<file path="src/rtt_pkg.sv">
// Shared types and constants for the windowed RTT statistics block.
// No dependencies.
package rtt_pkg;
    localparam int WINDOW_DEPTH_DEF = 64;
    localparam logic [15:0] INTERVAL_RESET = 16'd1000;
    localparam logic [15:0] TIMEOUT_RESET = 16'd1500;
    localparam logic CFG_INTERVAL = 1'b0;
    localparam logic CFG_TIMEOUT = 1'b1;
    localparam logic KIND_REPORT = 1'b0;
    localparam logic [47:0] SUM_MAX = 48'hFFFF_FFFF_FFFF;
    localparam logic [31:0] COUNT_MAX = 32'hFFFF_FFFF;
    // x / 10 == (x * TEN_RECIP) >> TEN_SHIFT for every x below 2^22.
    localparam logic [19:0] TEN_RECIP = 20'd838861;
    localparam int TEN_SHIFT = 23;

    // Commands from the controller to the datapath.
    typedef struct packed {
        logic load;      // capture item, push report
        logic check;     // interval compare
        logic drop;      // test front entry age, pop if stale
        logic rd;        // issue RAM read of next entry
        logic acc;       // accumulate returned entry
        logic div_start;
        logic div_step;
        logic ewma_mul;  // form 7*old + 3*mean
        logic ewma_scale; // multiply by the reciprocal of ten
        logic finish;    // commit results
        logic empty_fin; // commit empty window result
        logic show;      // output registers valid
    } rtt_cmd_t;

    typedef struct packed {
        logic due;
        logic stale;
        logic empty;
        logic last_rd;
        logic div_done;
    } rtt_sts_t;
endpackage

</file>
<file path="src/rtt_window_max_avg_ewma_top.sv">
// Windowed RTT maximum, mean and exponential average, top level.
// An evaluating item is answered once stale reports are dropped, every stored entry is
// scanned and the bit-serial mean division (DW = 24 at depth 64) is done; an empty window
// skips scan and division, and no evaluation due skips all three. One item in flight,
// set by the single RAM read port and the bit-serial mean divider.
// Reset (aresetn low, synchronous) empties the window and restores the held values.
module rtt_window_max_avg_ewma_top #(
    parameter int WINDOW_DEPTH = rtt_pkg::WINDOW_DEPTH_DEF
) (
    input  logic               aclk,
    input  logic               aresetn,
    input  logic               cfg_valid,
    output logic               cfg_ready,
    input  logic               cfg_index,
    input  logic [15:0]        cfg_data,
    input  logic               s_valid,
    output logic               s_ready,
    input  logic               s_kind,
    input  logic [15:0]        s_rtt_ms,
    input  logic [31:0]        s_now_ms,
    output logic               m_valid,
    input  logic               m_ready,
    output logic               m_evaluated,
    output logic signed [16:0] m_max_rtt,
    output logic signed [16:0] m_smoothed_rtt,
    output logic [47:0]        m_avg_sum,
    output logic [31:0]        m_avg_count,
    output logic signed [32:0] m_first_report_time
);
    rtt_pkg::rtt_cmd_t cmd;
    rtt_pkg::rtt_sts_t sts;

    // Configuration transfers are always taken; the user must send them only while idle (unchecked).
    assign cfg_ready = 1'b1;

    // The controller sequences each item: push, interval check, stale drop,
    // window scan, mean division, EWMA by reciprocal multiplication and commit.
    // The next input transfer can follow in the cycle after the result transfer.
    rtt_ctrl u_ctrl (
        .aclk(aclk), .aresetn(aresetn), .s_valid(s_valid), .s_ready(s_ready),
        .m_valid(m_valid), .m_ready(m_ready), .sts(sts), .cmd(cmd));

    rtt_dp #(.WINDOW_DEPTH(WINDOW_DEPTH)) u_dp (
        .aclk(aclk), .aresetn(aresetn), .cmd(cmd), .sts(sts),
        .cfg_valid(cfg_valid), .cfg_index(cfg_index), .cfg_data(cfg_data),
        .s_kind(s_kind), .s_rtt_ms(s_rtt_ms), .s_now_ms(s_now_ms),
        .m_evaluated(m_evaluated), .m_max_rtt(m_max_rtt),
        .m_smoothed_rtt(m_smoothed_rtt), .m_avg_sum(m_avg_sum),
        .m_avg_count(m_avg_count), .m_first_report_time(m_first_report_time));
endmodule

</file>
<file path="src/rtt_ram.sv">
// Generic single-port-write, one-read RAM with registered read data.
// No dependencies.
module rtt_ram #(
    parameter int WIDTH = 8,
    parameter int DEPTH = 64
) (
    input  logic                     aclk,
    input  logic                     we,
    input  logic [$clog2(DEPTH)-1:0] waddr,
    input  logic [WIDTH-1:0]         wdata,
    input  logic [$clog2(DEPTH)-1:0] raddr,
    output logic [WIDTH-1:0]         rdata
);
    logic [WIDTH-1:0] mem [DEPTH];

    always_ff @(posedge aclk) begin
        if (we) begin
            mem[waddr] <= wdata;
        end
        rdata <= mem[raddr];
    end
endmodule

</file>
<file path="src/rtt_ctrl.sv">
// Controller state machine for the RTT statistics block.
// Depends on rtt_pkg.
module rtt_ctrl (
    input  logic              aclk,
    input  logic              aresetn,
    input  logic              s_valid,
    output logic              s_ready,
    output logic              m_valid,
    input  logic              m_ready,
    input  rtt_pkg::rtt_sts_t sts,
    output rtt_pkg::rtt_cmd_t cmd
);
    typedef enum logic [10:0] {
        ST_IDLE  = 11'b00000000001,
        ST_CHECK = 11'b00000000010,
        ST_FRONT = 11'b00000000100,
        ST_DROP  = 11'b00000001000,
        ST_SCAN  = 11'b00000010000,
        ST_DIV   = 11'b00000100000,
        ST_MUL   = 11'b00001000000,
        ST_EDIV  = 11'b00010000000,
        ST_FIN   = 11'b00100000000,
        ST_EMPTY = 11'b01000000000,
        ST_OUT   = 11'b10000000000
    } state_t;

    state_t state_reg, state_next;
    logic   pend_reg, pend_next;   // one read still in flight during scan

    always_ff @(posedge aclk) begin
        if (!aresetn) begin
            state_reg <= ST_IDLE;
            pend_reg <= 1'b0;
        end else begin
            state_reg <= state_next;
            pend_reg <= pend_next;
        end
    end

    always_comb begin
        state_next = state_reg;
        pend_next = 1'b0;
        cmd = '0;
        s_ready = 1'b0;
        m_valid = 1'b0;
        case (state_reg)
            ST_IDLE: begin
                s_ready = 1'b1;
                if (s_valid) begin
                    cmd.load = 1'b1;
                    state_next = ST_CHECK;
                end
            end
            ST_CHECK: begin
                cmd.check = 1'b1;
                state_next = sts.due ? ST_FRONT : ST_OUT;
            end
            ST_FRONT: begin
                // The read address already points at the front entry, so its
                // time is returned in the next cycle.
                if (sts.empty) begin
                    state_next = ST_EMPTY;
                end else begin
                    state_next = ST_DROP;
                end
            end
            ST_DROP: begin
                cmd.drop = 1'b1;
                if (sts.stale) begin
                    state_next = ST_FRONT;
                end else begin
                    cmd.rd = 1'b1;
                    pend_next = 1'b1;
                    state_next = ST_SCAN;
                end
            end
            ST_SCAN: begin
                if (pend_reg) begin
                    cmd.acc = 1'b1;
                end
                if (!sts.last_rd) begin
                    cmd.rd = 1'b1;
                    pend_next = 1'b1;
                end else if (!pend_reg) begin
                    cmd.div_start = 1'b1;
                    state_next = ST_DIV;
                end
            end
            ST_DIV: begin
                cmd.div_step = 1'b1;
                if (sts.div_done) begin
                    state_next = ST_MUL;
                end
            end
            ST_MUL: begin
                cmd.ewma_mul = 1'b1;
                state_next = ST_EDIV;
            end
            ST_EDIV: begin
                cmd.ewma_scale = 1'b1;
                state_next = ST_FIN;
            end
            ST_FIN: begin
                cmd.finish = 1'b1;
                state_next = ST_OUT;
            end
            ST_EMPTY: begin
                cmd.empty_fin = 1'b1;
                state_next = ST_OUT;
            end
            ST_OUT: begin
                m_valid = 1'b1;
                cmd.show = 1'b1;
                if (m_ready) begin
                    state_next = ST_IDLE;
                end
            end
            default: state_next = ST_IDLE;
        endcase
    end
endmodule

</file>
<file path="src/rtt_dp.sv">
// Datapath: window ring store, scan accumulators, restoring divider for the mean,
// EWMA by reciprocal multiplication and held statistics. Depends on rtt_pkg and rtt_ram.
module rtt_dp #(
    parameter int WINDOW_DEPTH = rtt_pkg::WINDOW_DEPTH_DEF
) (
    input  logic              aclk,
    input  logic              aresetn,
    input  rtt_pkg::rtt_cmd_t cmd,
    output rtt_pkg::rtt_sts_t sts,
    input  logic              cfg_valid,
    input  logic              cfg_index,
    input  logic [15:0]       cfg_data,
    input  logic              s_kind,
    input  logic [15:0]       s_rtt_ms,
    input  logic [31:0]       s_now_ms,
    output logic              m_evaluated,
    output logic signed [16:0] m_max_rtt,
    output logic signed [16:0] m_smoothed_rtt,
    output logic [47:0]       m_avg_sum,
    output logic [31:0]       m_avg_count,
    output logic signed [32:0] m_first_report_time
);
    localparam int AW = $clog2(WINDOW_DEPTH);
    localparam int FW = $clog2(WINDOW_DEPTH + 1);
    localparam int SW = 16 + FW;           // window sum width
    localparam int DW = (SW > 24) ? SW : 24; // divider dividend width
    localparam int CW = $clog2(DW + 1);
    localparam logic [FW-1:0] FULL = FW'(WINDOW_DEPTH);

    logic [15:0] interval_reg, timeout_reg;
    logic [AW-1:0] head_reg, rd_idx_reg, waddr;
    logic [FW-1:0] fill_reg, rd_cnt_reg;
    logic [32:0] last_eval_reg;   // value + 1, 0 means "minus one"
    logic signed [16:0] max_reg, ewma_reg;
    logic [47:0] sum_reg;
    logic [31:0] count_reg;
    logic signed [32:0] first_reg;
    logic evaluated_reg;
    logic [31:0] now_reg;
    logic [15:0] scan_max_reg;
    logic [SW-1:0] scan_sum_reg;
    logic [DW-1:0] quo_reg, rem_reg;
    logic [23:0] dvs_reg;
    logic [CW-1:0] div_cnt_reg;
    logic [15:0] rd_rtt;
    logic [31:0] rd_time;
    logic we;

    function automatic logic [AW-1:0] wrap_inc(input logic [AW-1:0] i);
        logic [AW:0] s;
        s = {1'b0, i} + 1'b1;
        wrap_inc = (s >= (AW+1)'(WINDOW_DEPTH)) ? '0 : s[AW-1:0];
    endfunction

    function automatic logic [AW-1:0] wrap_add(input logic [AW-1:0] a,
                                               input logic [FW-1:0] b);
        logic [FW:0] s;
        s = (FW+1)'(a) + (FW+1)'(b);
        wrap_add = (s >= (FW+1)'(WINDOW_DEPTH)) ?
            AW'(s - (FW+1)'(WINDOW_DEPTH)) : AW'(s);
    endfunction

    // Push on load: a full window first drops its oldest entry.
    logic [AW-1:0] push_head;
    logic [FW-1:0] push_fill;
    always_comb begin
        push_head = (fill_reg >= FULL) ? wrap_inc(head_reg) : head_reg;
        push_fill = (fill_reg >= FULL) ? FW'(WINDOW_DEPTH - 1) : fill_reg;
        waddr = wrap_add(push_head, push_fill);
        we = cmd.load && (s_kind == rtt_pkg::KIND_REPORT);
    end

    rtt_ram #(.WIDTH(16), .DEPTH(WINDOW_DEPTH)) u_rtt_ram (
        .aclk(aclk), .we(we), .waddr(waddr), .wdata(s_rtt_ms),
        .raddr(rd_idx_reg), .rdata(rd_rtt));
    rtt_ram #(.WIDTH(32), .DEPTH(WINDOW_DEPTH)) u_time_ram (
        .aclk(aclk), .we(we), .waddr(waddr), .wdata(s_now_ms),
        .raddr(rd_idx_reg), .rdata(rd_time));

    logic [33:0] due_lhs, due_rhs;
    logic [32:0] age;
    always_comb begin
        due_lhs = {2'b00, now_reg} + 34'd1;
        due_rhs = {1'b0, last_eval_reg} + {18'd0, interval_reg};
        age = {1'b0, now_reg} - {1'b0, rd_time};
        sts.due = due_lhs >= due_rhs;
        sts.empty = (fill_reg == '0);
        sts.stale = !age[32] && (age[31:0] > {16'd0, timeout_reg});
        sts.last_rd = (rd_cnt_reg == fill_reg);
        sts.div_done = (div_cnt_reg == '0);
    end

    // One quotient bit per step of the restoring divider.
    logic [DW:0] trial;
    logic [DW-1:0] rem_sh;
    always_comb begin
        rem_sh = {rem_reg[DW-2:0], quo_reg[DW-1]};
        trial = {1'b0, rem_sh} - {{(DW-23){1'b0}}, dvs_reg};
    end

    logic [19:0] ewma_q;
    logic [39:0] ewma_prod;
    logic [48:0] sum_add;
    always_comb begin
        ewma_q = 20'(quo_reg);
        ewma_prod = 40'(quo_reg[19:0]) * 40'(rtt_pkg::TEN_RECIP);
        sum_add = {1'b0, sum_reg} + {33'd0, ewma_q[15:0]};
    end

    always_ff @(posedge aclk) begin
        if (!aresetn) begin
            interval_reg <= rtt_pkg::INTERVAL_RESET;
            timeout_reg <= rtt_pkg::TIMEOUT_RESET;
            head_reg <= '0;
            fill_reg <= '0;
            last_eval_reg <= '0;
            max_reg <= -17'sd1;
            ewma_reg <= -17'sd1;
            sum_reg <= '0;
            count_reg <= '0;
            first_reg <= -33'sd1;
            evaluated_reg <= 1'b0;
            div_cnt_reg <= '0;
        end else begin
            if (cfg_valid) begin
                case (cfg_index)
                    rtt_pkg::CFG_INTERVAL: interval_reg <= cfg_data;
                    rtt_pkg::CFG_TIMEOUT: timeout_reg <= cfg_data;
                    default: ;
                endcase
            end
            if (cmd.load) begin
                now_reg <= s_now_ms;
                evaluated_reg <= 1'b0;
                if (s_kind == rtt_pkg::KIND_REPORT) begin
                    head_reg <= push_head;
                    fill_reg <= push_fill + 1'b1;
                    if (first_reg < 0) begin
                        first_reg <= $signed({1'b0, s_now_ms});
                    end
                end
            end
            if (cmd.check) begin
                rd_idx_reg <= head_reg;
                if (sts.due) begin
                    last_eval_reg <= {1'b0, now_reg} + 33'd1;
                    evaluated_reg <= 1'b1;
                end
            end
            if (cmd.drop) begin
                if (sts.stale) begin
                    head_reg <= wrap_inc(head_reg);
                    fill_reg <= fill_reg - 1'b1;
                    rd_idx_reg <= wrap_inc(head_reg);
                end else begin
                    rd_idx_reg <= wrap_inc(head_reg);
                    rd_cnt_reg <= FW'(1);
                    scan_max_reg <= '0;
                    scan_sum_reg <= '0;
                end
            end else if (cmd.rd) begin
                rd_idx_reg <= wrap_inc(rd_idx_reg);
                rd_cnt_reg <= rd_cnt_reg + 1'b1;
            end
            if (cmd.acc) begin
                if (rd_rtt > scan_max_reg) begin
                    scan_max_reg <= rd_rtt;
                end
                scan_sum_reg <= scan_sum_reg + SW'(rd_rtt);
            end
            if (cmd.div_start) begin
                quo_reg <= DW'(scan_sum_reg);
                rem_reg <= '0;
                dvs_reg <= 24'(fill_reg);
                div_cnt_reg <= CW'(DW);
            end else if (cmd.ewma_mul) begin
                // 7*old + 3*mean fits in 20 bits; a restart scales the mean by ten.
                quo_reg <= (ewma_reg < 0) ? DW'(20'(quo_reg) * 20'd10) :
                    DW'(20'(ewma_reg[15:0]) * 20'd7 + 20'(quo_reg[15:0]) * 20'd3);
            end else if (cmd.ewma_scale) begin
                quo_reg <= DW'(ewma_prod[39:rtt_pkg::TEN_SHIFT]);
            end else if (cmd.div_step && div_cnt_reg != '0) begin
                div_cnt_reg <= div_cnt_reg - 1'b1;
                if (!trial[DW]) begin
                    rem_reg <= trial[DW-1:0];
                    quo_reg <= {quo_reg[DW-2:0], 1'b1};
                end else begin
                    rem_reg <= rem_sh;
                    quo_reg <= {quo_reg[DW-2:0], 1'b0};
                end
            end
            if (cmd.finish) begin
                max_reg <= $signed({1'b0, scan_max_reg});
                ewma_reg <= $signed({1'b0, ewma_q[15:0]});
                sum_reg <= sum_add[48] ? rtt_pkg::SUM_MAX : sum_add[47:0];
                if (count_reg != rtt_pkg::COUNT_MAX) begin
                    count_reg <= count_reg + 32'd1;
                end
            end
            if (cmd.empty_fin) begin
                max_reg <= -17'sd1;
                ewma_reg <= -17'sd1;
            end
        end
    end

    assign m_evaluated = evaluated_reg;
    assign m_max_rtt = max_reg;
    assign m_smoothed_rtt = ewma_reg;
    assign m_avg_sum = sum_reg;
    assign m_avg_count = count_reg;
    assign m_first_report_time = first_reg;
endmodule

</file>
<file path="config.mk">
export PLATFORM = sky130hd
export DESIGN_NAME = rtt_window_max_avg_ewma_top
export DESIGN_NICKNAME = d
export VERILOG_FILES = /design/src/rtt_pkg.sv /design/src/rtt_window_max_avg_ewma_top.sv /design/src/rtt_ram.sv /design/src/rtt_ctrl.sv /design/src/rtt_dp.sv
export SDC_FILE = /design/constraint.sdc
export NUM_CORES = 2
export LEC_CHECK = 0
export ABC_AREA = 1
export BUFFER_PORTS_ARGS = -buffer_cell sky130_fd_sc_hd__buf_2
export CAP_MARGIN = 20
export CORE_MARGIN = 2
export CORE_UTILIZATION = 55
export CTS_CLUSTER_DIAMETER = 50
export DETAILED_ROUTE_END_ITERATION = 10
export PLACE_DENSITY = 0.75
export SLEW_MARGIN = 15
export SYNTH_ARGS = -nofsm -noshare
export SYNTH_HDL_FRONTEND = slang
export SYNTH_SLANG_ARGS = --single-unit
</file>
<file path="constraint.sdc">
create_clock -name aclk -period 5.9 [get_ports aclk]
set_input_delay 0.885 -clock aclk [delete_from_list [all_inputs] [get_ports aclk]]
set_output_delay 0.885 -clock aclk [all_outputs]
set_load 0.02 [all_outputs]
</file>
Yosys cells after proc, flatten, opt, wreduce, memory -nomap -nowiden:

Memories as Yosys holds them, arrays and structs flattened. A register that Yosys moved wholly into a read port is not among the register bits.
Cells that the tools add are included.
Widths: inputs -> output; s select.

* shift operators: 0
* div/mod/pow operators: 0
* add/subtract/negate cells: 17
* reduce and logical (&&, ||, !) cells: 30
* eq/ne operators: 22
* multiply operators: 4
* bitwise gates (word level): 5
* magnitude comparators: 9
* multiplexer cells: 73

Operator list (count)
* $mux 23: 8
* $pmux 11 s10: 1
* $mux 24: 4
* $add 32x1->33 const B: 2
* $mux 11: 6
* $mux 6: 11
* $mux 16: 4
* $mux 7: 8
* $add 48x16->49: 1
* $mux 48: 1
* $mul 20x20->40 const B: 1
* $add 33x16->34: 1
* $ge 34x34->1: 1
* $lt 33x1->1 const B: 1
* $sub 32x32->33: 1
* $add 32x1->32 const B: 1
* $gt 32x16->1: 1
* $ne 32x32->1 const B: 1
* $mux 5: 5
* $sub 24x7->25: 1
* $add 23x16->23: 1
* $mul 20x3->23 const B: 1
* $mux 1: 22
* $ge 7x7->1 const B: 3
* 43 further kinds: 73

* memories: 2
* latch bits: 0
* bits in read-only memories: 0
* bits of input ports: 71
* register bits: 381
* logic and storage cells: 186
* memory bits (writable): 3072

Memory list
* u_dp.u_time_ram.mem: depth 64, bits a word 32, read ports 1, clocked after memory_dff 1, write ports 1, RTL line rtt_ram.sv:14 `logic [WIDTH-1:0] mem [DEPTH];`
* u_dp.u_rtt_ram.mem: depth 64, bits a word 16, read ports 1, clocked after memory_dff 1, write ports 1, RTL line rtt_ram.sv:14

Depth between registers and ports, before layout:

* depth in word-level cells: 8
* depth in mapped cells: 34
* depth with buffers taken out: 34

Cells and area by module:

From an unflattened synthesis, not the netlist that was laid out.

* cells, all modules: 15228
* area total of the unflattened synthesis: 161125.8 µm²

Modules (own cells, without submodules)
* rtt_ram (u_dp.u_time_ram): cells each 6769, seq. area each 62139.6 µm², area an instance 82738.1 µm², instances 1
* rtt_ram (u_dp.u_rtt_ram): cells each 3523, seq. area each 31069.8 µm², area an instance 42136.7 µm², instances 1
* rtt_dp: cells each 4801, seq. area each 8748.4 µm², area an instance 35393.9 µm², instances 1
* rtt_ctrl: cells each 133, seq. area each 240.2 µm², area an instance 845.8 µm², instances 1
* rtt_window_max_avg_ewma_top: cells each 2, seq. area each 0.0 µm², area an instance 11.3 µm², instances 1

Least setup slack after synthesis:

Ideal clock, no wire load.

* kind: register to register
* from: register u_dp.quo_reg[8]
* to: register u_dp.quo_reg[10], data pin
* cell stages (with the launch flop): 28
* slack: 0.143 ns
* required time: 5.646 ns
* path buffers: 1
* arrival: 5.503 ns
* cell sequence: edfxtp_1 -> ha_1 -> clkbuf_1 -> xor2_1 -> ha_1 -> a21o_1 -> ha_1 -> inv_1 -> fa_1 -> fa_1 -> inv_1 -> fa_1 -> inv_1 -> fa_1 -> inv_1 -> ha_1 -> a21oi_1 -> o21ai_0 -> a21oi_1 -> nand2_1 -> nand3_1 -> nand2_1 -> a21o_1 -> or2_2 -> nand3_1 -> nand2_1 -> nand3_1 -> nand2_1

* word-level cells in the longest chain between the ends: 5
* elaborated cells on any way between the ends: 8
* those cells by class: add/sub (1); mul (3); mux (4)

RTL lines
* start, declared: RTL line rtt_dp.sv:42 `logic [DW-1:0] quo_reg, rem_reg;`
* start signal, assigned: RTL line rtt_dp.sv:172 `quo_reg <= DW'(scan_sum_reg);`
* start signal, assigned: RTL line rtt_dp.sv:178 `quo_reg <= (ewma_reg < 0) ? DW'(20'(quo_reg) * 20'd10) :`
* start signal, assigned: RTL line rtt_dp.sv:181 `quo_reg <= DW'(ewma_prod[39:rtt_pkg::TEN_SHIFT]);`
* $mul 16x2->18: RTL line rtt_dp.sv:179 `DW'(20'(ewma_reg[15:0]) * 20'd7 + 20'(quo_reg[15:0]) * 20'd3);`
* $add 19x18->20: RTL line rtt_dp.sv:179
* $mux 24: RTL line rtt_dp.sv:178
* $mux 24 (*): RTL line rtt_dp.sv:176 `end else if (cmd.ewma_mul) begin`
* $mux 23 (*): RTL line rtt_dp.sv:171 `if (cmd.div_start) begin`

Every way passes the cells marked *; elsewhere a longest branch is shown, timed or not.
A chain may end at the register's enable or synchronous reset.

Worst setup path after layout:

* from: register u_dp.quo_reg[3]
* to: register u_dp.quo_reg[6], data pin

The elaborated chain is that of the path after synthesis.

==> qor.csv <==
stage,metric,value,unit
worst_setup_path,critical path arrival,6460,ps
power,Worst IR Drop VDD,0.310,mV
synthesis,Post-Syn Instances,13700,
die,initial core utilization,55.3,%
outcome,outcome,"complete, no violations",
die,CORE AREA,282000,µm²
cells_and_area,largest reg by FF count,u_dp.u_time_ram.mem,
job,Max Cap Violations,0,
timing,unrepaired setup endpoints after global routing,yes,
grt,number of global-route vias before repair,107000,
clock_tree,clk slew on worst S/H paths,60,ps
die,die area,288000,µm²
timing,slew margin rel.,17.2,%
synthesis,largest cells by area after synthesis,"edfxtp_1 (62%), o21ai_0 (6.8%), nor2_1 (6.3%)",
grt,GR Util All Layers,32.8,%
clock_tree,CTS Buffer Depth,4,
clock_tree,Worst-Skew Late Latency,1030,ps
clock_tree,CTS Root Cell,clkbuf_16,
drt,via count,115000,
worst_setup_path,Crit path top cell by count,fa_1,
cells_and_area,"leading cell type in the layout, fill and taps excluded",edfxtp_1,
drt,post-DR vias/cell,6.33,
worst_setup_path,crit path kind,reg -> reg,
power,Pwr per Cell Area,300,nW/µm²
grt,first-pass GRT wire length,701,mm
worst_setup_path,"slowest stage cell, crit path",fa_1,
synthesis,Seq cells post-synth,3500,
timing,Setup Viol. Count Final,0,
clock_tree,clock sink count,3500,
drt,ANT nets after route,0,
synthesis,Synthesized Nets,14400,
synthesis,Synth async-reset ratio,0,%
die,Top Ports,222,
drt,post-DR wirelength/cell,26.7,µm
synthesis,post-synthesis area per instance,11.4,µm²
timing,Final Cycle Share,98.5,%
clock_tree,CTS tree,yes,
worst_setup_path,CP required,6550,ps
grt,initial antenna violation count,44,
cells_and_area,post-layout net count,14700,
timing,max-slew violations,0,
worst_setup_path,Reg2Reg Depth,26,
worst_setup_path,Levels on crit path,26,
timing,setup ws final,87.4,ps
synthesis,"EDFF count, synth",3210,
worst_setup_path,CP bufs+invs,5,
synthesis,Synth Flop Type,edfxtp_1,
synthesis,Synth Cell Area,156000,µm²
drt,drt initial violations,17300,
cells_and_area,final instance area,178000,µm²
synthesis,Synth top area share,61.8,%
die,die span in y,537,µm
worst_setup_path,Critical R2R Launch,u_dp.quo_reg[3],
grt,largest net degree at the start of global routing,203,
power,total power,53.3,mW
timing,Worst-Margin Slew,1240,ps
cells_and_area,P&R area growth vs syn,13.8,%
placement,HPWL Detailed,287,mm
synthesis,cell accounting for the most synthesized area,edfxtp_1,
timing,final hold vios,0,
worst_setup_path,CP Capture Type,flip-flop,
worst_setup_path,R2R setup slack,90,ps
power,Leakage,62.7,nW
grt,total gr overflow,0,
placement,DP Worst Slack,-217,ps
placement,area of placed instances,164000,µm²
worst_setup_path,CP peak stage delay,570,ps
clock_tree,CTS Buf Count,380,
timing,Fmax,172,MHz
worst_setup_path,CP max FO,5,
hold_path,Worst Hold Class,in -> reg,
synthesis,synth warn,0,
cells_and_area,Largest register FFs,2048,
worst_setup_path,Worst setup startpoint,u_dp.quo_reg[3],
cells_and_area,most frequent cells in the layout,"edfxtp_1 (3,210), nor2_1 (2,521), o21ai_0 (2,119)",
clock_tree,CTS Hold Buffers Added,0,
clock_tree,H-tree levels,5,
synthesis,synth unique cells,67,
cells_and_area,share of layout cells above drive strength 1,11.0,%
placement,dpl cells,17400,
worst_setup_path,reg2reg end,u_dp.quo_reg[6],
placement,# port buffers,220,
cells_and_area,fin cells,18100,
worst_setup_path,end of the critical path,u_dp.quo_reg[6],
drt,DR pass1 iterations,6,
drt,total wire length,484,mm
cells_and_area,Final Core Density,62.9,%
worst_setup_path,Worst setup SP type,flip-flop,
timing,Tmin final,5810,ps
die,row cnt,195,
drt,drt drc,0,
timing,Final Skew,110,ps
synthesis,register area share after synthesis,65.5,%
worst_setup_path,CP top delay family,adder cells,
placement,global placement routability congestion,0.933,
die,Die W,537,µm
## where the power goes
part           total (mW)  internal [mW]  switching, mW
combinational        2.08          0.484           1.59
sequential           27.4           27.3          0.113
clock                23.8           13.6           10.3
total                53.3           41.4           12.0
## stage by stage
step | hold WS [ps] | setup TNS, ps
after CTS | 166 | -7.14
final | 208 | 0
after floorplan | 406 | 0
after global placement | 436 | -1770
after detailed placement | 438 | -1480
after global routing | 206 | -1070
## Yosys cell counts (4+ instances only)
library cell,instances
a211oi_1,8
a21boi_0,7
a21o_1,22
a21oi_1,335
a221oi_1,5
a31oi_1,30
and3_1,4
buf_1,31
buf_2,150
buf_4,9
buf_6,4
clkbuf_1,570
dfxtp_1,290
edfxtp_1,3210
fa_1,180
ha_1,431
inv_1,723
inv_2,22
nand2_1,1078
nand2_2,15
nand3_1,240
nand3_2,5
nand3b_1,8
nand4_1,64
nor2_1,2599
nor2_2,18
nor2_4,7
nor3_1,99
nor3_2,5
nor4_1,31
o211ai_1,48
o21a_1,16
o21ai_0,2134
o21ai_1,26
o21bai_1,11
o221ai_1,11
o22ai_1,947
o31ai_1,6
o32ai_1,63
or2_2,13
xnor2_1,62
xor2_1,119
## tightest hold or removal path, delay by kind of cell
family,cells,cell delay (ps)
compound gates,1,70
buf+inv,1,100
simple gates,1,50
## area by class of cell
type / instances / area, µm²
tap: 3743 / 4680
clock buffer: 475 / 10100
fill: 20900 / 105000
timing repair buffer: 699 / 5800
sequential: 3500 / 102000
multi-input combinational: 8688 / 49200
inverter: 748 / 2840
clock inverter: 234 / 2630
antenna: 33 / 82.6
## routing by layer
layer  routed length, µm  part of all wire (%)  global-route usage (%)  vias to the layer above
li1                    -                     -                       -                    50000
met5                 124                 0.026                       0                        -
met1              177000                    36                    44.2                    55300
met2              216000                    45                    50.5                     7817
met3               62000                    13                    7.02                     1496
met4               29400                   6.1                    17.0                       20
## worst min path at each step
stage                                      start                            to  slack, ps  cells past startpoint
floorplan                       u_dp.fill_reg[6]               u_dp.dvs_reg[6]        410                      0
global placement     u_dp.m_first_report_time[8]   u_dp.m_first_report_time[8]        440                      2
detailed placement  u_dp.m_first_report_time[14]  u_dp.m_first_report_time[14]        440                      2
CTS                                  cfg_data[2]           u_dp.timeout_reg[2]        170                      3
global route                        cfg_data[10]          u_dp.timeout_reg[10]        210                      3
finish                              cfg_data[10]          u_dp.timeout_reg[10]        210                      3
## timing repair
item / 4_1_cts / 5_1_grt
gates resized for setup: 48 / 123
pin swaps: 12 / 53
buffers inserted: 8 / 10
endpoints found under the setup margin: 14 / 17
## logic make-up after synthesis
| kind of cell | Yosys count | synth area share, % |
|---|---|---|
| AO/OA/AOI/OAI | 3690 | 13.1 |
| other | 1 | 0.00240 |
| buffers and inverters | 1512 | 3.80 |
| flip-flops | 3500 | 65.5 |
| AND/OR/NAND/NOR | 4204 | 10.8 |
| adder cells (fa/ha/maj) | 611 | 5.77 |
| XOR/XNOR | 182 | 1.03 |
Power figures use the tool's default switching activity.
